--- src/rtl/core/vn2d_pkg.sv ---
package vn2d_pkg;

   // Field widths
   localparam int unsigned COORD_W  = 32;
   localparam int unsigned NOISE_W  = 25;
   localparam int unsigned CORNER_W = 24;
   localparam int unsigned FRAC_W   = 16;
   localparam int unsigned WEIGHT_W = CORNER_W + 1;   // 0 .. 2^24 inclusive
   localparam int unsigned HASH_W   = 32;
   localparam int unsigned PROD_W   = 50;             // |diff * weight| < 2^48
   localparam int unsigned ACC_W    = PROD_W + 1;

   // Register stages from accepted beat to output register
   localparam int unsigned PIPE_DEPTH = 8;

   // Hash mixing constants
   localparam logic [HASH_W-1:0] HASH_MUL_X  = 32'h85eb_ca6b;
   localparam logic [HASH_W-1:0] HASH_MUL_Z  = 32'hc2b2_ae35;
   localparam logic [HASH_W-1:0] HASH_MUL_M1 = 32'h7feb_352d;
   localparam logic [HASH_W-1:0] HASH_MUL_M2 = 32'h846c_a68b;

   // 1.0 with 24 fraction bits, as seen by the signed output mapping
   localparam logic [NOISE_W-1:0] NOISE_ONE = 25'h100_0000;

   // Configuration register index (byte address / 4)
   typedef enum logic {
      REG_NOISE_SEED    = 1'b0,
      REG_SIGNED_OUTPUT = 1'b1
   } csr_index_type;

   // Lattice corner values of one sample
   typedef struct packed {
      logic [CORNER_W-1:0] n00;
      logic [CORNER_W-1:0] n10;
      logic [CORNER_W-1:0] n01;
      logic [CORNER_W-1:0] n11;
   } corner_vals_type;

endpackage

--- src/rtl/core/vn2d_blend.sv ---
// Bilinear blend, x first then z, and output mapping.
// Four register stages: row products, row rounding, column product,
// column rounding into the output register.
module vn2d_blend import vn2d_pkg::*; (
   input  logic                       clock,
   input  logic                       en,
   input  corner_vals_type            corners,
   input  logic [WEIGHT_W-1:0]        wx,
   input  logic [WEIGHT_W-1:0]        wz,
   input  logic                       signed_mode,
   output logic signed [NOISE_W-1:0]  noise_value
);

   localparam logic signed [ACC_W-1:0] HALF_LSB = ACC_W'(1) << (CORNER_W - 1);

   logic signed [PROD_W-1:0]   prod_in  [2];
   logic signed [PROD_W-1:0]   prod_ff  [2];
   logic [CORNER_W-1:0]        base_in  [2];
   logic [CORNER_W-1:0]        base_ff  [2];
   logic [WEIGHT_W-1:0]        wz1_ff;
   logic [WEIGHT_W-1:0]        wz2_ff;
   logic [CORNER_W-1:0]        row_in   [2];
   logic [CORNER_W-1:0]        row_ff   [2];
   logic signed [PROD_W-1:0]   cprod_in;
   logic signed [PROD_W-1:0]   cprod_ff;
   logic [CORNER_W-1:0]        cbase_ff;
   logic [CORNER_W-1:0]        v_lane;
   logic signed [NOISE_W-1:0]  out_in;
   logic signed [NOISE_W-1:0]  out_ff;

   // (b - a) * w, exact
   function automatic logic signed [PROD_W-1:0] diff_mul(
      input logic [CORNER_W-1:0] a,
      input logic [CORNER_W-1:0] b,
      input logic [WEIGHT_W-1:0] w
   );
      logic signed [CORNER_W:0]   d;
      logic signed [WEIGHT_W:0]   ws;
      d  = $signed({1'b0, b}) - $signed({1'b0, a});
      ws = $signed({1'b0, w});
      return PROD_W'(d * ws);
   endfunction

   // a + p / 2^24, rounded half up; lands between a and b
   function automatic logic [CORNER_W-1:0] round_lerp(
      input logic [CORNER_W-1:0]     a,
      input logic signed [PROD_W-1:0] p
   );
      logic signed [ACC_W-1:0] acc;
      acc = $signed({3'b000, a, {CORNER_W{1'b0}}}) + ACC_W'(p) + HALF_LSB;
      return acc[CORNER_W +: CORNER_W];
   endfunction

   // Stage 5: row products along x
   assign prod_in[0] = diff_mul(corners.n00, corners.n10, wx);
   assign prod_in[1] = diff_mul(corners.n01, corners.n11, wx);
   assign base_in[0] = corners.n00;
   assign base_in[1] = corners.n01;

   // Stage 6: row values
   assign row_in[0] = round_lerp(base_ff[0], prod_ff[0]);
   assign row_in[1] = round_lerp(base_ff[1], prod_ff[1]);

   // Stage 7: product along z
   assign cprod_in = diff_mul(row_ff[0], row_ff[1], wz2_ff);

   // Stage 8: final value, optional 2v - 1 mapping
   assign v_lane = round_lerp(cbase_ff, cprod_ff);
   assign out_in = signed_mode ? $signed({v_lane, 1'b0} - NOISE_ONE)
                               : $signed({1'b0, v_lane});

   always_ff @(posedge clock) begin
      if (en) begin
         prod_ff  <= prod_in;
         base_ff  <= base_in;
         wz1_ff   <= wz;
         row_ff   <= row_in;
         wz2_ff   <= wz1_ff;
         cprod_ff <= cprod_in;
         cbase_ff <= row_ff[0];
         out_ff   <= out_in;
      end
   end

   assign noise_value = out_ff;

endmodule

--- config.mk ---
export PLATFORM = sky130hd
export DESIGN_NAME = vn2d_blend
export DESIGN_NICKNAME = d
export VERILOG_FILES = /design/src/rtl/core/vn2d_pkg.sv /design/src/rtl/core/vn2d_blend.sv
export SDC_FILE = /design/constraint.sdc
export NUM_CORES = 2
export LEC_CHECK = 0
export BUFFER_PORTS_ARGS = -buffer_cell sky130_fd_sc_hd__buf_4
export CORE_MARGIN = 2
export CORE_UTILIZATION = 44
export DETAILED_ROUTE_END_ITERATION = 8
export GPL_TIMING_DRIVEN = 0
export PLACE_DENSITY = 0.71
export SLEW_MARGIN = 20
export SYNTH_ARGS = -nofsm -noshare
export SYNTH_HDL_FRONTEND = slang
export SYNTH_SLANG_ARGS = --single-unit
--- constraint.sdc ---
create_clock -name clock -period 11.2 [get_ports clock]
set_input_delay 2.24 -clock clock [delete_from_list [all_inputs] [get_ports clock]]
set_output_delay 2.24 -clock clock [all_outputs]
set_load 0.02 [all_outputs]
Word level (Yosys, flattened, before mapping)
Index checks and enable logic that the tools add are counted.
{"block": "classes", "shifts": 0, "n_reduce_logical": 0, "mux": 1, "n_mul": 3, "addsub": 10, "n_eq_ne": 0, "magnitude_cmp": 0, "div": 0, "n_bitwise": 0}
{"operator": "adder 48 x 25 -> 48 bit (second input constant)", "n": 3}
{"operator": "adder 48 bit", "n": 3}
{"operator": "multiplier 25 x 26 -> 48 bit", "n": 3}
{"operator": "subtractor 24 x 24 -> 25 bit", "n": 3}
{"operator": "subtractor 25 bit (second input constant)", "n": 1}
{"operator": "2-to-1 mux 24 bit", "n": 1}
{"block": "totals", "latchBits": 0, "mem_count": 0, "ramBits": 0, "mem_bits_ro": 0, "elab_cells": 26, "input_bits": 149, "reg_bits": 339, "output_inout_bits": 25}

Longest topological paths before layout
{"block": "logic_depth", "depth_word": 4, "depth_mapped": 41, "depth_no_buf": 39}

Worst setup path before layout
OpenSTA, ideal clock, no wires.
{"block": "synth_timing", "path_type": "input port to flip-flop", "startpoint": "input port corners[0] (netlist name)", "endpoint": "register prod_ff[47] (netlist name) (data pin)", "required_time_ps": 10942, "arrival_ps": 10704, "setup_ps": 258, "path_stages": 39, "n_path_buf": 1, "setup_slack_ps": 238, "path_cell_list": "inv_1 ha_1 fa_1 nor2b_1 o21a_1 o21ai_1 a21oi_1 a2111oi_2 o41ai_2 a31oi_1 o21bai_1 a21oi_1 xnor2_1 buf_2 nand2_1 fa_1 inv_1 fa_1 (+3 left out) fa_1 fa_1 inv_1 fa_1 inv_1 fa_1 ha_1 nand3_1 nor2_1 nor4b_1 o21a_1 o31a_1 a21oi_1 o21ai_2 a21oi_1 a311oi_1 xnor3_1 xnor2_1"}
{"element": "start: declaration", "line": "vn2d_blend.sv:7", "source": "input corner_vals_type corners,"}
{"element": "end signal: assignment", "line": "vn2d_blend.sv:74", "source": "prod_ff <= prod_in;"}
{"element": "end: declaration", "line": "vn2d_blend.sv:17", "source": "logic signed [PROD_W-1:0] prod_ff [2];"}

==> flow_summary.yaml <==
layout:
  layout.nets: 10510
  nFillCells: 15272
  syn2layout_area_growth_pct: 10.5
  final_util: 0.490
  final_layout_size_suffix_gt1_frac: 0.0723
setup_path:
  crit_path_end_kind: "flop"
  cp.depth: 39
  path_class: "in2reg"
  r2r_start: "row_ff[24]"
  crit_family: "adder cells"
  path_buf_inv: 11
  slowest_delay_ns: 0.60
  cp.required_ns: 11.54
  startpoint_type: "input pin"
  cp_max_fo: 10
  r2r_cells: 37
  r2r_slack_ns: 0.23
  crit_start: "corners[27]"
  crit_arrival_ns: 11.45
  cp_slowest_cell: "fa_1"
  r2r-end: "cprod_ff[46]"
  cpMostUsedCell: "fa_1"
routing:
  drc_errors: 0
  drtAntennaViolNets: 0
  via_per_inst: 5.43
  first_pass_iters: 6
  wl_per_cell_um: 24.1
  wirelength_mm: 248
  dr.first_iter.drc_count: 4640
  via_count: 55943
timing:
  min_period_ns: 11.11
  setup-tns-final_ns: 0
  max_freq_ghz: 0.0900
  rsz0062_at_grt: "true"
  finalHoldViolCount: 0
  relSlewSlack: 0.147
  maxSlewViolCount: 0
  fin_crit_sh: 0.992
  worst_slew_pin_slew_ns: 1.28
  skew_ns: 0.0370
  setup_viol: 0
global_routing:
  grt_pass1_vias: 60205
  antenna_found_initial: 18
  grt_max_degree: 100
  grt_remaining_overflow: 0
  track_usage: 0.297
  grt_pass1_wl_mm: 372
floorplanning:
  dieWidth_um: 412
  initial_utilization: 0.443
  die_y_um: 412
  core.rowCount: 149
  io_pins: 174
  dieArea_sq_um: 169000
  core_area_sq_um: 165000
hold_path:
  hold_path_end: "wz2_ff[9]"
  hold_class: "reg2reg"
  worstHoldStart: "wz1_ff[9]"
  worst_hold_path.num_cells: 0
synth:
  synth_top_area_cell: "fa_1"
  ys_ff_latch: 270
  yosysWarnings: 0
  syn_nets: 10225
  synth.distinct_cells: 78
  synth_area_sq_um: 73100
  syn_inst: 7790
  syn_avg_cell_area_sq_um: 9.39
  synth_top_flop_cell: "edfxtp_1"
  synth_async_sr_flop_share: 0
  synth_top_area_frac: 0.433
  yosysSeqAreaShare: 0.111
  synth_common_cells: "inv_1, fa_1, nand2_1"
  synth_edf_count: 270
  synth_area_leaders: "fa_1, ha_1, edfxtp_1"
  yosysMostFrequentCell: "inv_1"
clock_network:
  ctsLongestPathBuffers: 3
  cts_sinks: 270
  clock_latency_ns: 0.61
  clock-root-buffer: "clkbuf_16"
  path_clk_slew_ns: 0.06
  cts_tree: "done"
  cts_inserted_buffers: 35
  htreeDepth: 2
placement:
  gp_congestion: 1.01
  hpwlAfterDp_mm: 204
  numPortBuffers: 153
run:
  max_cap_violations: 0
run_status:
  run_status: "finished, final reports clean"
-- final cells by class --
type | instances | area [sq um] | area share
inverter | 1854 | 6960 | 0.0861
timing repair buffer | 257 | 2100 | 0.0260
sequential | 270 | 8110 | 0.100
antenna | 11 | 27.5 | 0.000341
clock buffer | 40 | 937 | 0.0116
clock inverter | 24 | 248 | 0.00307
tap | 2189 | 2740 | 0.0339
buffer | 326 | 1420 | 0.0176
multi-input combinational | 5331 | 58300 | 0.721
-- cells by family after synthesis --
group,synth area share
flip-flops,0.111
adder cells (fa/ha/maj),0.554
buffers and inverters,0.112
multiplexers,0.00183
AO/OA/AOI/OAI,0.0464
XOR/XNOR,0.0247
AND/OR/NAND/NOR,0.150
-- how the worst max path moves through the flow --
stage and to:
2_1_floorplan prod_ff[47], 3_3_place_gp prod_ff[47], 3_5_place_dp prod_ff[40], 4_1_cts prod_ff[40], 5_1_grt prod_ff[45], 6_report prod_ff[45]
-- flip-flops by register name, indices dropped and copies added (netlist names) --
name	cells
wz2_ff	25
noise_value	25
wz1_ff	25
cprod_ff	25
base_ff	48
prod_ff	50
row_ff	48
cbase_ff	24
-- layer usage --
metal	GRT usage	up-vias	part of all wire	routed length [um]
met5	0	-	0.00023	56
met4	0.184	8	0.076	19000
met3	0.0653	799	0.095	23500
met2	0.481	2846	0.46	115000
met1	0.362	28462	0.37	90800
li1	-	23828	-	-
-- through the flow --
stage	area, sq um	worst slack, ns	hold slack (ns)	instances
floorplan	73100	0.238	0.400	7790
global placement	77000	-2.44	0.406	10132
detailed placement	77300	-2.22	0.405	10139
CTS	79600	0.00587	0.389	10249
global route	80800	-0.232	0.402	10293
finish	80800	0.0914	0.389	10302
-- cells in the final DEF, fill, tap and decap left out, drive strengths merged, types with 104 or more instances in the layout --
master and instances:
ha 705, nor2b 165, and2 525, inv 1859
fa 1581, nor2 155, nand2 1185, xnor2 145
buf 279, edfxtp 270, clkbuf 344, a21oi 162
o21ai 104
-- timing repair --
action,4_1_cts,5_1_grt
resized for setup,153,203
buffers inserted,53,44
endpoints found under the setup margin,47,38
hold buffers,0,0
pin swaps,33,81
Power is left out: the tool's default activity adds up to more than one toggle a clock period on the data nets, which glitch-free logic cannot reach.
