===== src/rtl/core/vn2d_pkg.sv =====
package vn2d_pkg;

   // Field widths
   localparam int unsigned COORD_W  = 32;
   localparam int unsigned NOISE_W  = 25;
   localparam int unsigned CORNER_W = 24;
   localparam int unsigned FRAC_W   = 16;
   localparam int unsigned WEIGHT_W = CORNER_W + 1;   // 0 .. 2^24 inclusive
   localparam int unsigned HASH_W   = 32;
   localparam int unsigned PROD_W   = 50;             // |diff * weight| < 2^48
   localparam int unsigned ACC_W    = PROD_W + 1;

   // Register stages from accepted beat to output register
   localparam int unsigned PIPE_DEPTH = 8;

   // Hash mixing constants
   localparam logic [HASH_W-1:0] HASH_MUL_X  = 32'h85eb_ca6b;
   localparam logic [HASH_W-1:0] HASH_MUL_Z  = 32'hc2b2_ae35;
   localparam logic [HASH_W-1:0] HASH_MUL_M1 = 32'h7feb_352d;
   localparam logic [HASH_W-1:0] HASH_MUL_M2 = 32'h846c_a68b;

   // 1.0 with 24 fraction bits, as seen by the signed output mapping
   localparam logic [NOISE_W-1:0] NOISE_ONE = 25'h100_0000;

   // Configuration register index (byte address / 4)
   typedef enum logic {
      REG_NOISE_SEED    = 1'b0,
      REG_SIGNED_OUTPUT = 1'b1
   } csr_index_type;

   // Lattice corner values of one sample
   typedef struct packed {
      logic [CORNER_W-1:0] n00;
      logic [CORNER_W-1:0] n10;
      logic [CORNER_W-1:0] n01;
      logic [CORNER_W-1:0] n11;
   } corner_vals_type;

endpackage


===== src/rtl/core/vn2d_ease.sv =====
// Smoothstep weights for both axes, 3t^2 - 2t^3, rounded to Q0.24.
// Four register stages: t*t, times (3 - 2t), rounding, alignment.
module vn2d_ease import vn2d_pkg::*; #(
   parameter int unsigned COORD_FRAC_BITS = 16
) (
   input  logic                      clock,
   input  logic                      en,
   input  logic signed [COORD_W-1:0] x_coord,
   input  logic signed [COORD_W-1:0] z_coord,
   output logic [WEIGHT_W-1:0]       wx,
   output logic [WEIGHT_W-1:0]       wz
);

   localparam int unsigned TT_W = 2 * FRAC_W;
   localparam int unsigned K_W  = FRAC_W + 2;
   localparam int unsigned P_W  = TT_W + K_W;
   localparam logic [K_W-1:0] THREE_Q16 = K_W'(3) << FRAC_W;
   localparam logic [P_W-1:0] HALF_Q24  = P_W'(1) << (CORNER_W - 1);

   logic [FRAC_W-1:0]   t_lane [2];

   logic [FRAC_W-1:0]   t_in   [2];
   logic [FRAC_W-1:0]   t_ff   [2];
   logic [TT_W-1:0]     tt_in  [2];
   logic [TT_W-1:0]     tt_ff  [2];
   logic [P_W-1:0]      p_in   [2];
   logic [P_W-1:0]      p_ff   [2];
   logic [WEIGHT_W-1:0] w_in   [2];
   logic [WEIGHT_W-1:0] w_ff   [2];
   logic [WEIGHT_W-1:0] wd_in  [2];
   logic [WEIGHT_W-1:0] wd_ff  [2];
   logic [P_W-1:0]      p_rnd  [2];
   logic [K_W-1:0]      k_lane [2];

   // Fraction brought to 16 bits: truncate extra bits or pad below
   if (COORD_FRAC_BITS >= FRAC_W) begin : g_trunc
      assign t_lane[0] = x_coord[COORD_FRAC_BITS-1 -: FRAC_W];
      assign t_lane[1] = z_coord[COORD_FRAC_BITS-1 -: FRAC_W];
   end else begin : g_pad
      assign t_lane[0] = {x_coord[COORD_FRAC_BITS-1:0], {(FRAC_W-COORD_FRAC_BITS){1'b0}}};
      assign t_lane[1] = {z_coord[COORD_FRAC_BITS-1:0], {(FRAC_W-COORD_FRAC_BITS){1'b0}}};
   end

   // Lane arithmetic, x in lane 0 and z in lane 1
   always_comb begin
      for (int i = 0; i < 2; i++) begin
         t_in[i]   = t_lane[i];
         tt_in[i]  = TT_W'(t_lane[i] * t_lane[i]);
         k_lane[i] = THREE_Q16 - {1'b0, t_ff[i], 1'b0};
         p_in[i]   = P_W'(tt_ff[i] * k_lane[i]);
         p_rnd[i]  = p_ff[i] + HALF_Q24;
         w_in[i]   = p_rnd[i][CORNER_W +: WEIGHT_W];
         wd_in[i]  = w_ff[i];
      end
   end

   always_ff @(posedge clock) begin
      if (en) begin
         t_ff  <= t_in;
         tt_ff <= tt_in;
         p_ff  <= p_in;
         w_ff  <= w_in;
         wd_ff <= wd_in;
      end
   end

   assign wx = wd_ff[0];
   assign wz = wd_ff[1];

endmodule


===== config.mk =====
export PLATFORM = sky130hd
export DESIGN_NAME = vn2d_ease
export DESIGN_NICKNAME = d
export VERILOG_FILES = /design/src/rtl/core/vn2d_pkg.sv /design/src/rtl/core/vn2d_ease.sv
export SDC_FILE = /design/constraint.sdc
export NUM_CORES = 2
export LEC_CHECK = 0
export BUFFER_PORTS_ARGS = -buffer_cell sky130_fd_sc_hd__buf_4
export CAP_MARGIN = 20
export CORE_MARGIN = 8
export CORE_UTILIZATION = 45
export DETAILED_ROUTE_END_ITERATION = 10
export HOLD_SLACK_MARGIN = 0.12
export SLEW_MARGIN = 40
export SYNTH_ARGS = -nofsm -noshare
export SYNTH_HDL_FRONTEND = slang
export SYNTH_SLANG_ARGS = --single-unit

===== constraint.sdc =====
create_clock -name clock -period 20 [get_ports clock]
set_input_delay 1 -clock clock [delete_from_list [all_inputs] [get_ports clock]]
set_output_delay 1 -clock clock [all_outputs]
set_load 0.05 [all_outputs]

# ---- Word level (Yosys, flattened, before mapping)
# Cells that the tools add are included.
dict set report totals {
  register_bits 294
  elab_cells 18
  inputBits 66
  out_inout_bits 50
}
dict set report classes {
  addsub 4
  mul 4
}
# op count
set op_table {}
lappend op_table {{adder 49 x 24 -> 49 bit (second input constant)} 2}
lappend op_table {{multiplier 32 x 18 -> 49 bit} 2}
lappend op_table {{multiplier 16 x 16 -> 32 bit} 2}
lappend op_table {{subtractor 18 x 17 -> 18 bit (first input constant)} 2}

# ---- Logic depth before layout (Yosys ltp)
dict set report depth {
  ltp_word 2
  ltp_mapped 32
  mapped_depth_nobuf 30
}

# ---- Worst setup path before layout
# No wires, ideal clock.
dict set report synth_path {
  path_kind {flip-flop to flip-flop}
  start {reg t_ff[16] in the netlist's numbering}
  end {reg p_ff[88] in the netlist's numbering (data pin)}
  path_stages_with_launch 30
  setup_slack_ps 11977
  period_less_slack_ps 8023
  arrival_ps 7758
  setup_time_ps 265
  path_cell_list {edfxtp_1 clkbuf_1 inv_1 ha_1 or3b_1 or4_1 or2_4 nor2_1 xnor2_1 clkbuf_1 nand2_1 fa_1 inv_1 fa_1 fa_1 fa_1 fa_1 inv_1 fa_1 inv_1 ha_1 clkbuf_1 a21o_1 a21oi_1 o21bai_1 o31a_1 or2_2 a21oi_1 o21ai_0 xor2_1}
}
# item line
set synth_rtl {}
lappend synth_rtl {{start, declared} vn2d_ease.sv:23} ;# logic [FRAC_W-1:0] t_ff [2];
lappend synth_rtl {{start signal, assigned} vn2d_ease.sv:59} ;# t_ff <= t_in;
lappend synth_rtl {{end signal, assigned} vn2d_ease.sv:61} ;# p_ff <= p_in;
lappend synth_rtl {{end, declared} vn2d_ease.sv:27} ;# logic [P_W-1:0] p_ff [2];

==> summary.md <==
| Metric | Value |
|---|---|
| H-tree levels | `1` |
| Largest family of logic cells by synthesized area | `adder cells` |
| Largest cells by area after synthesis | `fa_1 43%, edfxtp_1 13%, ha_1 11%, inv_1 10%, and2_1 5.6%` |
| Vias in the first global route | `roughly 41k` |
| Clk sinks | `approximately 240` |
| CTS tree | `yes` |
| CTS max path bufs | `3` |
| Top-count cell post-synth | `inv_1` |
| Hold buffer count at cts | `0` |
| Flop2flop setup slack | `roughly 10 ns` |
| Worst path max stage delay | `between 0.6 and 0.7 ns` |
| Post-Syn Instances | `between 5k and 6k` |
| Layout cells sized above 1 | `4.17%` |
| Max Cap Viol | `0` |
| Clock buffer count from CTS | `27` |
| Gr usage total | `about a fifth` |
| Total wire length | `roughly 130000 um` |
| Max-slew headroom | `40.6%` |
| Warnings, synthesis | `0` |
| Routability Congestion | `~0.85` |
| Compound-cell area share of the yosys netlist | `between 3 and 4%` |
| WP data arrival | `roughly 10 ns` |
| Min-delay src | `w_ff[32]$_DFFE_PP_` |
| Slew Limit Fails | `0` |
| Most common cell on crit path | `fa_1` |
| Largest net degree at the start of global routing | `roughly 110` |
| Syn_nets | `~7.6k` |
| Adder-Cell Fraction of Synth Area | `around 54%` |
| DRC viols | `0` |
| Fin. Hold Viols | `0` |
| Crit path max-delay cell type | `or4_1` |
| Setup Skew | `0.0125 ns` |
| Data required, critical path | `around 20 ns` |
| Reg2Reg Depth | `29` |
| Crit share post-route | `49.3%` |
| Congestion Overflow GR | `0` |
| Predominant post-synthesis flop cell | `edfxtp_1` |
| Boundary Pins | `~120` |
| Layout Nets | `7585` |
| Fillers | `roughly 12k` |
| Total core area | `~120000 sq um` |
| Post-DR vias/cell | `roughly 5` |
| CP Launch Type | `flop` |
| Critical R2R Launch | `t_ff[16]$_DFFE_PP_` |
| Setup repair bufs after CTS | `0` |
| Hpwl dp | `roughly 100000 um` |
| Post-synthesis register bit count | `approximately 240` |
| Drt initial violations | `about 1.8k` |
| Clock Pin Slew Worst Setup and Hold Paths | `roughly 0.060 ns` |
| Period minus WS final | `9.85 ns` |
| Port Buffers | `83` |
| Distinct cell type count after synthesis | `73` |
| First-pass GRT wire length | `roughly 220000 um` |
| Clk root buf | `clkbuf_16` |
| Syn Area/Cell | `roughly 9.6 sq um` |
| Hold Crit Class | `reg2reg` |
| Starting Density | `a little under half` |
| Ys async rst share | `0%` |
| Post-synth EDFFs | `between 200 and 250` |
| CTS resizes | `0` |
| Final setup violation count | `0` |
| Simple-Gate Fraction of Synth Area | `between 10 and 15%` |
| Mux contribution to synthesized area | `0.0761%` |
| Crit path kind | `reg2reg` |
| Largest area contributor in the netlist | `fa_1` |
| Part of the Yosys area used for sequential elements | `13.1%` |
| Skew-Pair Late Insertion Delay | `about 0.58 ns` |
| Initial antenna violation count | `0` |
| Post-Synth XOR/XNOR Area | `under 10%` |
| DIE HEIGHT | `roughly 370 um` |
| RR Endpoint | `p_ff[91]$_DFFE_PP_` |
| Placement row count | `129` |
| Yosys top cell area share | `between 40 and 50%` |
| Fmax achieved | `between 100 and 150 MHz` |
| Crit-path max FO | `31` |
| Hold endpoint | `wx[7]$_DFFE_PP_` |
| Setup_tns | `0 ns` |
| Worst-Margin Slew | `approximately 0.89 ns` |
| RSZ-0062 raised after global routing | `false` |
| Final ANT Viol Nets | `0` |
| Outcome | `completed` |
| Post-synth top cells | `1546 x inv_1, 1189 x fa_1, 795 x nand2_1` |
| CP Capture Type | `flop` |
| DR pass1 iterations | `5` |
| WL/cell | `17.3 um` |
| Hold Path Stages | `0` |
| DIE WIDTH | `~370 um` |
| Mapped cell area | `between 50000 and 60000 sq um` |
| Die Area | `136000 sq um` |
| Area growth syn-to-layout | `6.82%` |
| Via count | `between 30k and 40k` |
==> kinds of logic after synthesis <==
| kind of cell | after synthesis |
|---|---|
| buffers and inverters | 1750 |
| adder cells (fa/ha/maj) | 1692 |
| AND/OR/NAND/NOR | 1640 |
| AO/OA/AOI/OAI | 317 |
| flip-flops | 244 |
| XOR/XNOR | 204 |
| multiplexers | 4 |
==> cells in the final DEF (no fill, tap or decap), types with 14 or more instances in the layout <==
cell type,count
o21bai_1,27
ha_1,502
nor2_1,128
nand3_1,48
and2_1,503
nand2_1,795
a21oi_1,98
inv_1,1546
a21o_1,72
a31oi_1,14
xor2_1,58
nand4_1,26
nor3_1,25
xnor2_1,119
clkbuf_16,27
buf_4,128
o21ai_0,38
fa_1,1189
edfxtp_1,244
and3_1,32
==> flip-flops by register name (all words and copies together), names as in the netlist <==
name,count
wz,25
t_ff,32
wx,25
tt_ff,60
w_ff,50
p_ff,52
==> layer usage <==
metal / vias to the layer above / routed length (um) / GRT usage (%)
li1: 17200 / - / -
met1: 19200 / 55500 / 25.4
met2: 837 / 64900 / 35.0
met3: 190 / 5800 / 2.09
met4: 0 / 2950 / 4.04
met5: - / 0 / 0
==> area by class of cell <==
type	instances	area [sq um]	area share, %
flip-flops and latches	244	7330	12.3
inverters	1547	5810	9.73
multi-input cells	3857	42300	70.9
diodes	1	2.50	0.00419
repair buffers	150	1270	2.12
well taps	1637	2050	3.43
clock inverters	16	221	0.371
clock buffers	31	691	1.16
==> worst max path at each step <==
| stage | startpoint | to | cells past startpoint |
|---|---|---|---|
| after global routing | t_ff[16]$_DFFE_PP_ | p_ff[91]$_DFFE_PP_ | 29 |
| after CTS | t_ff[16]$_DFFE_PP_ | p_ff[91]$_DFFE_PP_ | 27 |
| after detailed placement | t_ff[16]$_DFFE_PP_ | p_ff[91]$_DFFE_PP_ | 27 |
| final | t_ff[16]$_DFFE_PP_ | p_ff[91]$_DFFE_PP_ | 29 |
| after global placement | t_ff[16]$_DFFE_PP_ | p_ff[91]$_DFFE_PP_ | 27 |
| after floorplan | t_ff[16]$_DFFE_PP_ | p_ff[88]$_DFFE_PP_ | 29 |
==> per-stage QoR <==
stage	utilization, %	cell area (sq um)	hold slack [ns]	instances	setup slack, ns
finish	48.3	59700	0.414	7483	10.15
global route	48.3	59700	0.420	7482	9.59
CTS	48.3	59600	0.415	7477	10.11
detailed placement	47.5	58700	0.405	7430	10.13
global placement	47.4	58500	0.401	7416	10.13
floorplan	-	55900	0.400	5851	11.98
==> critical path, delay by kind of cell (launching register included) <==
family	cells	cell delay, ns
adders and majority gates	8	3.44
buffers and inverters	6	1.06
and+or+nand+nor	7	2.63
xor gates and xnor gates	2	0.32
DFF	1	0.60
AOI/OAI and AO/OA	6	1.52
Power is left out: the tool's default activity adds up to more than one toggle a clock period on the data nets, which glitch-free logic cannot reach.
